## src/design/assert_macros.svh

```systemverilog
// Assertion helpers shared by the design files.
`ifndef ASSERT_MACROS_SVH
`define ASSERT_MACROS_SVH

// Check on every clock edge outside reset.
`define ASSERT_PROP(lbl, prop, msg) \
  lbl: assert property (@(posedge clk) disable iff (rst) prop) else $error(msg);

// Check on every clock edge, reset included.
`define ASSERT_RST(lbl, prop, msg) \
  lbl: assert property (@(posedge clk) prop) else $error(msg);

`endif

```

## src/design/apr_pkg.sv

```systemverilog
package apr_pkg;

  localparam int PAGE_W   = 27;
  localparam int MODE_W   = 2;
  localparam int STATUS_W = 2;
  localparam int QDEPTH   = 4;

  localparam logic [MODE_W-1:0] MODE_INSERT = 2'd0;
  localparam logic [MODE_W-1:0] MODE_ACCESS = 2'd1;
  localparam logic [MODE_W-1:0] MODE_VICTIM = 2'd2;

  localparam logic [STATUS_W-1:0] STATUS_OK      = 2'd0;
  localparam logic [STATUS_W-1:0] STATUS_FULL    = 2'd1;
  localparam logic [STATUS_W-1:0] STATUS_NOMATCH = 2'd2;
  localparam logic [STATUS_W-1:0] STATUS_EMPTY   = 2'd3;

  // Accessed flag value.
  localparam logic PTE_A = 1'b1;

  typedef enum logic [1:0] {OP_INSERT, OP_ACCESS, OP_VICTIM, OP_NOP} op_t;

  typedef enum logic [1:0] {S_IDLE, S_WALK, S_SHIFT} state_t;

  typedef struct packed {
    logic [MODE_W-1:0] mode;
    logic [PAGE_W-1:0] page_number;
  } req_t;

  typedef struct packed {
    logic [PAGE_W-1:0]   victim_page;
    logic [STATUS_W-1:0] status;
  } rsp_t;

  typedef struct packed {
    op_t               op;
    logic [PAGE_W-1:0] page;
  } cmd_t;

endpackage

```

## src/design/aging_page_replacement.sv

```systemverilog
// Aging page-replacement table with queue-style ports on both sides. Requests
// (insert, access, victim) enter a 4-deep command queue, so push stays open
// while the table engine is busy or a result waits in the output register,
// until the queue is full. Insert, access and the unused mode are handled
// straight from the idle state. A victim request on a non-empty table walks
// the resident slots one per cycle through a single age/compare unit, aging
// each and tracking the largest counter (oldest slot on ties), then closes
// the gap and loads the result. Every request yields exactly one result.
module aging_page_replacement import apr_pkg::*; #(
  parameter int SLOTS        = 8,
  parameter int COUNTER_BITS = 8
) (
  input  logic clk,
  input  logic rst,
  input  logic push,
  output logic full,
  input  req_t request,
  output logic empty,
  input  logic pop,
  output rsp_t result
);

  logic cmd_valid;
  logic cmd_pop;
  cmd_t cmd;

  apr_front u_front (
    .clk       (clk),
    .rst       (rst),
    .push      (push),
    .full      (full),
    .request   (request),
    .cmd_valid (cmd_valid),
    .cmd       (cmd),
    .cmd_pop   (cmd_pop)
  );

  apr_back #(
    .SLOTS        (SLOTS),
    .COUNTER_BITS (COUNTER_BITS)
  ) u_back (
    .clk       (clk),
    .rst       (rst),
    .cmd_valid (cmd_valid),
    .cmd       (cmd),
    .cmd_pop   (cmd_pop),
    .empty     (empty),
    .pop       (pop),
    .result    (result)
  );

endmodule

```

## src/design/apr_front.sv

```systemverilog
`include "assert_macros.svh"

module apr_front import apr_pkg::*; (
  input  logic clk,
  input  logic rst,
  input  logic push,
  output logic full,
  input  req_t request,
  output logic cmd_valid,
  output cmd_t cmd,
  input  logic cmd_pop
);

  localparam int PTR_W = $clog2(QDEPTH);
  localparam int CNT_W = $clog2(QDEPTH + 1);

  cmd_t             queue [QDEPTH];
  logic [PTR_W-1:0] wr_ptr;
  logic [PTR_W-1:0] rd_ptr;
  logic [CNT_W-1:0] count;
  logic             do_push;
  cmd_t             entry;

  always_comb begin
    entry.page = request.page_number;
    unique case (request.mode)
      MODE_INSERT: entry.op = OP_INSERT;
      MODE_ACCESS: entry.op = OP_ACCESS;
      MODE_VICTIM: entry.op = OP_VICTIM;
      default:     entry.op = OP_NOP;
    endcase
  end

  assign full      = (count == CNT_W'(QDEPTH));
  assign do_push   = push && !full;
  assign cmd_valid = (count != '0);
  assign cmd       = queue[rd_ptr];

  always_ff @(posedge clk) begin
    if (rst) begin
      wr_ptr <= '0;
      rd_ptr <= '0;
      count  <= '0;
    end else begin
      if (do_push) wr_ptr <= wr_ptr + 1'b1;
      if (cmd_pop) rd_ptr <= rd_ptr + 1'b1;
      count <= count + CNT_W'(do_push) - CNT_W'(cmd_pop);
    end
  end

  always_ff @(posedge clk) begin
    if (do_push) queue[wr_ptr] <= entry;
  end

  `ASSERT_PROP(a_q_bound, count <= CNT_W'(QDEPTH), "command queue overfilled")
  `ASSERT_PROP(a_pop_nonempty, cmd_pop |-> count != '0, "pop from empty command queue")

endmodule

```

## src/design/apr_back.sv

```systemverilog
`include "assert_macros.svh"

module apr_back import apr_pkg::*; #(
  parameter int SLOTS        = 8,
  parameter int COUNTER_BITS = 8
) (
  input  logic clk,
  input  logic rst,
  input  logic cmd_valid,
  input  cmd_t cmd,
  output logic cmd_pop,
  output logic empty,
  input  logic pop,
  output rsp_t result
);

  localparam int IDX_W = $clog2(SLOTS);
  localparam int OCC_W = $clog2(SLOTS + 1);
  localparam logic [COUNTER_BITS-1:0] AGE_MAX = {COUNTER_BITS{1'b1}};

  logic [PAGE_W-1:0]       pages [SLOTS];
  logic [COUNTER_BITS-1:0] ages  [SLOTS];
  logic                    flags [SLOTS];

  state_t                  state, state_next;
  logic [OCC_W-1:0]        occ;
  logic                    res_valid;
  logic                    res_load;
  rsp_t                    res_data;
  logic                    res_free;

  logic [IDX_W-1:0]        walk;
  logic [IDX_W-1:0]        last;
  logic [IDX_W-1:0]        ins_idx;
  logic [IDX_W-1:0]        pick;
  logic [COUNTER_BITS-1:0] best;
  logic [PAGE_W-1:0]       pick_page;
  logic [COUNTER_BITS-1:0] aged;
  logic                    take;
  logic                    table_full;
  logic [SLOTS-1:0]        match;
  logic                    hit;

  assign res_free   = !res_valid || pop;
  assign table_full = (occ == OCC_W'(SLOTS));
  assign ins_idx    = IDX_W'(occ);
  assign last       = IDX_W'(occ - 1'b1);
  assign empty      = !res_valid;

  always_comb begin
    for (int i = 0; i < SLOTS; i++) begin
      match[i] = (OCC_W'(i) < occ) && (pages[i] == cmd.page);
    end
  end
  assign hit = |match;

  // Aging step for the slot under the walk pointer.
  always_comb begin
    if (flags[walk]) begin
      aged = '0;
    end else if (ages[walk] == AGE_MAX) begin
      aged = AGE_MAX;
    end else begin
      aged = ages[walk] + 1'b1;
    end
  end
  assign take = (aged > best);

  always_comb begin
    state_next = state;
    cmd_pop    = 1'b0;
    res_load   = 1'b0;
    res_data   = '0;
    unique case (state)
      S_IDLE: begin
        if (cmd_valid && res_free) begin
          cmd_pop = 1'b1;
          unique case (cmd.op)
            OP_INSERT: begin
              res_load        = 1'b1;
              res_data.status = table_full ? STATUS_FULL : STATUS_OK;
            end
            OP_ACCESS: begin
              res_load        = 1'b1;
              res_data.status = hit ? STATUS_OK : STATUS_NOMATCH;
            end
            OP_VICTIM: begin
              if (occ == '0) begin
                res_load        = 1'b1;
                res_data.status = STATUS_EMPTY;
              end else begin
                state_next = S_WALK;
              end
            end
            default: begin
              res_load        = 1'b1;
              res_data.status = STATUS_OK;
            end
          endcase
        end
      end
      S_WALK: begin
        if (walk == last) state_next = S_SHIFT;
      end
      S_SHIFT: begin
        res_load             = 1'b1;
        res_data.victim_page = pick_page;
        res_data.status      = STATUS_OK;
        state_next           = S_IDLE;
      end
      default: state_next = S_IDLE;
    endcase
  end

  always_ff @(posedge clk) begin
    if (rst) begin
      state     <= S_IDLE;
      occ       <= '0;
      res_valid <= 1'b0;
    end else begin
      state <= state_next;
      if (cmd_pop && cmd.op == OP_INSERT && !table_full) begin
        occ <= occ + 1'b1;
      end else if (state == S_SHIFT) begin
        occ <= occ - 1'b1;
      end
      if (res_load) begin
        res_valid <= 1'b1;
      end else if (pop) begin
        res_valid <= 1'b0;
      end
    end
  end

  always_ff @(posedge clk) begin
    if (res_load) result <= res_data;

    if (cmd_pop) begin
      if (cmd.op == OP_INSERT && !table_full) begin
        pages[ins_idx] <= cmd.page;
        ages[ins_idx]  <= '0;
        flags[ins_idx] <= 1'b0;
      end
      if (cmd.op == OP_ACCESS) begin
        for (int i = 0; i < SLOTS; i++) begin
          if (match[i]) flags[i] <= PTE_A;
        end
      end
      walk      <= '0;
      best      <= '0;
      pick      <= '0;
      pick_page <= pages[0];
    end

    if (state == S_WALK) begin
      ages[walk]  <= aged;
      flags[walk] <= 1'b0;
      // Strictly greater keeps the oldest slot on ties.
      if (take) begin
        best      <= aged;
        pick      <= walk;
        pick_page <= pages[walk];
      end
      walk <= walk + 1'b1;
    end

    // Close the gap left by the victim.
    if (state == S_SHIFT) begin
      for (int j = 0; j < SLOTS - 1; j++) begin
        if (IDX_W'(j) >= pick) begin
          pages[j] <= pages[j+1];
          ages[j]  <= ages[j+1];
          flags[j] <= flags[j+1];
        end
      end
    end
  end

  `ASSERT_PROP(a_occ_bound, occ <= OCC_W'(SLOTS), "occupancy above slot count")
  `ASSERT_PROP(a_busy_no_result, state != S_IDLE |-> !res_valid, "result held during walk")
  `ASSERT_PROP(a_walk_range, state == S_WALK |-> walk <= last && occ != '0, "walk out of range")
  `ASSERT_RST(a_reset_idle, rst |=> state == S_IDLE && !res_valid && occ == '0, "bad reset")

endmodule

```

## config.mk

```make
export PLATFORM = sky130hd
export DESIGN_NAME = aging_page_replacement
export DESIGN_NICKNAME = d
export VERILOG_FILES = /design/src/design/apr_pkg.sv /design/src/design/aging_page_replacement.sv /design/src/design/apr_front.sv /design/src/design/apr_back.sv
export VERILOG_INCLUDE_DIRS = /design/src /design/src/design
export SDC_FILE = /design/constraint.sdc
export NUM_CORES = 1
export LEC_CHECK = 0
export ABC_CLOCK_PERIOD_IN_PS = 9190
export BUFFER_PORTS_ARGS = -buffer_cell sky130_fd_sc_hd__buf_2
export CAP_MARGIN = 20
export CORE_ASPECT_RATIO = 1.75
export CORE_MARGIN = 2
export CORE_UTILIZATION = 68
export CTS_CLUSTER_DIAMETER = 50
export DETAILED_ROUTE_END_ITERATION = 10
export PLACE_DENSITY = 0.88
export SETUP_SLACK_MARGIN = 0.3
export SYNTH_ARGS = -nofsm -noshare
export SYNTH_HDL_FRONTEND = slang
export SYNTH_SLANG_ARGS = --single-unit
```

## constraint.sdc

```tcl
create_clock -name clk -period 9.19 [get_ports clk]
set_input_delay 1.3785 -clock clk [delete_from_list [all_inputs] [get_ports clk]]
set_output_delay 1.3785 -clock clk [all_outputs]
set_load 0.005 [all_outputs]
```

==> key figures <==
Worst setup path
  • Reg2reg path depth: 18
  • Critical Path Start Type: flop
  • Req. time, crit path: about 9.6 ns
  • WS Path Type: flop to flop
  • Worst path depth: 18
  • CP endpoint: u_back.pick_page[14]
  • Crit-path slowest cell: dfxtp_4
  • Buf/Inv on CP: 3
  • Arr. time, crit path: around 5.6 ns
  • Crit Path Max Fanout: 45
  • Worst setup EP type: flop
  • R2r setup slk: 4.00 ns
  • Worst path top cell family by delay: compound AO/OA/AOI/OAI gates
  • Cell Chain, Critical Path: mux4_2, mux2i_1, inv_1, ha_1, inv_1, nor2_1, and2_1, nor2_1, nor2_1, ha_1, nor2b_1, o21ai_0, nand2b_1, a21oi_1, o21ai_0, o211a_2, buf_4, o21ai_0
  • Crit path largest cell delay: 0.82 ns
  • Reg-to-reg endpoint: u_back.pick_page[14]

Logic synthesis
  • Largest cells by area after synthesis: edfxtp_1 49%, mux4_2 8.3%, xnor2_1 4.9%, dfxtp_1 4.8%, a21oi_1 4.1%
  • Top post-synthesis cells by count: 430 x edfxtp_1, 265 x nor2_1, 217 x a21oi_1
  • Proportion of synthesized area in mux cells: 0.147
  • Commonest register cell after synthesis: edfxtp_1
  • Post-synth EDFFs: 430
  • Compound-cell area share of the yosys netlist: 0.0945
  • Post-Synth Adder-Cell Area: 0.00984
  • Post-Synth Simple-Gate Area: 0.100
  • Largest family of logic cells by synthesized area: multiplexers
  • Most area-hungry cell type in the Yosys netlist: edfxtp_1
  • Post-synth top area share: 0.493
  • Synth Warn #: 0
  • Sequential fraction of the synthesis area: 0.541
  • Xor-xnor portion of the synthesized cell area: 0.0714
  • Syn nets: 2222
  • Register bit total from synthesis: between 400 and 500
  • Yosys cell types: 72
  • Netlist Area Pre-Place: 26200 um2
  • Async set-or-reset flop fraction in the synthesized netlist: 0
  • Most numerous cell in the Yosys netlist: edfxtp_1
  • Syn_area_per_cell: 12.1 um2
  • Synth Instances: 2169

Flow run
  • Max_cap viols: 0

GRT
  • Vias in the first global route: 19400
  • Initial antenna violation count: 5
  • Largest net degree at the start of global routing: 76
  • Tot GR Track Use: 0.441
  • Total gr overflow: 0
  • First-pass GRT wire length: 128000 um

Die
  • CORE AREA: 38200 um2
  • Die H: approximately 260 um
  • Rows: 95
  • Die Area: 40200 um2
  • Initial core utilization: 0.687
  • Top-Level Pins: 64
  • Die extent in x: between 150 and 200 um

Cells and area
  • Post-route cell area: 28400 um2
  • Post-route insts no fill: 2699
  • FF/Latch Area: 14200 um2
  • Area occupied by multi-input gates: 11200 um2
  • Number of fill cells: 2496
  • Final Core Density: 0.744
  • Final net count: 2229
  • Area growth syn-to-layout: 8.27%
  • Share of cells above drive strength 1: 0.164

Timing
  • Final setup fails: 0
  • Max-slew violations: 0
  • Final hold slack: ~0.48 ns
  • PnR worst setup slack: 4.00 ns
  • RSZ-0062 raised after global routing: no
  • Setup TNS: 0 ns
  • Final worst-path cycle share: 0.565
  • Pin slew with the least headroom to its limit: 1.09 ns
  • Clock Skews: 0.0233 ns
  • Final hold viol count: 0
  • Rel. slew slack: 0.270
  • Max Fclk: between 150 and 200 MHz
  • Tmin final: 5.19 ns

Placed design
  • IO Port Bufs: 63
  • Placed cells: 2613
  • Worst slack, placed: approximately 4.1 ns
  • Final HPWL DP: 63300 um
  • Placed cell areas: approximately 27000 um2
  • Placer Congestion: 1.00

Drt
  • Routed Wire Length: 89100 um
  • Post-route ant nets: 0
  • 1st-iter DRT viols: 2664
  • Vias: about 20000
  • Routed vias/inst: 7.26
  • DRC errors left: 0
  • Post-DR wirelength/cell: 33.0 um
  • Drt pass-1 iters: 6

Pwr
  • Pwr Total: approximately 9 mW
  • Leakage: 9.69 nW
  • PD cells: between 300 and 400 nW/um2
  • Peak VDD IR: 0.240 mV

Worst hold path
  • HP Class: flop to flop

CTS
  • Clock Path Buffers: 3
  • Hold_buf cts: 0
  • Worst skew pair latency: 0.58 ns
  • Post-CTS sizing: 0
  • H-Tree Depth: 2
  • Setup bufs post-CTS: 0
  • Clock Pin Slew Worst Setup and Hold Paths: around 0.07 ns
  • Clock sinks: ~500
  • TritonCTS buffer count: 45
  • Clock Tree Root: clkbuf_16
  • TritonCTS clock tree: done

Run status
  • Outcome: complete, no violations
[worst min-delay path by stage]
| stage | startpoint | end | slack, ns | depth (start not counted) |
|---|---|---|---|---|
| 2_1_floorplan | u_back.best[0] | u_back.best[0] | 0.44 | 2 |
| 3_3_place_gp | u_back.best[0] | u_back.best[0] | 0.45 | 2 |
| 3_5_place_dp | u_back.best[0] | u_back.best[0] | 0.47 | 2 |
| 4_1_cts | u_back.best[0] | u_back.best[0] | 0.48 | 2 |
| 5_1_grt | u_back.flags[2] | u_back.flags[1] | 0.51 | 2 |
| 6_report | u_back.best[0] | u_back.best[0] | 0.48 | 2 |
[sequential cells by signal, indices dropped and copies added (netlist names), named ones only]
register and cells:
u_back.walk 3, u_front.count 3, u_back.best 8, u_front.wr_ptr 2, u_back.pick_page 27, u_back.ages 64
u_front.rd_ptr 2, u_back.occ 4, u_back.result 29, u_back.pick 3, u_back.state 2, u_back.flags 8
u_back.res_valid 1, u_front.queue 116, u_back.pages 216
[tightest hold or removal path, cell delays in order (launching register included)]
cell and delay [ns]:
dfxtp_1 0.32, nand2_1 0.05, mux2i_1 0.06
[cell families (layout without fill, tap and decap cells)]
group | count (synthesis) | count (layout)
compound gates | 420 | 420
xor+xnor | 211 | 211
fa+ha+maj | 20 | 20
buf+inv | 196 | 240
flops | 493 | 493
mux | 248 | 248
other cells | 0 | 1
simple gates | 581 | 581
[report_power, final]
part | leakage, nW | switching, mW | internal, mW
logic | 4.50 | 2.22 | 1.35
clock network | 0.766 | 0.867 | 1.15
registers | 4.43 | 0.338 | 2.95
[layout make-up]
| class | count | area share |
|---|---|---|
| multi-input combinational | 1480 | 0.393 |
| antenna | 1 | 0.0000882 |
| timing repair buffer | 97 | 0.0215 |
| clock inverter | 24 | 0.0111 |
| tap | 485 | 0.0214 |
| inverter | 59 | 0.00789 |
| clock buffer | 60 | 0.0446 |
| sequential | 493 | 0.500 |
[layer usage]
layer,GRT usage,wire length (um),share of wire
met5,0,13,0.00015
met4,0.378,10400,0.12
met3,0.0933,9410,0.11
met2,0.727,42800,0.48
met1,0.483,26600,0.30
[cells in the final DEF, fill, tap and decap left out, types with 16 or more instances in the layout]
master / Yosys / layout
ha_1: 19 / 19
clkbuf_16: 0 / 48
dfxtp_1: 63 / 58
nand4_1: 47 / 47
nand3_1: 18 / 18
xnor2_1: 148 / 148
xor2_1: 60 / 60
mux2i_1: 92 / 92
buf_4: 6 / 32
inv_1: 58 / 58
edfxtp_1: 430 / 430
nor4_1: 16 / 16
buf_2: 24 / 63
nor2_1: 265 / 264
o21ai_0: 79 / 71
a21oi_1: 217 / 216
nand2_1: 141 / 140
mux2_2: 48 / 48
mux4_2: 97 / 97
and2_1: 34 / 34
(Power assumes the default switching activity.)
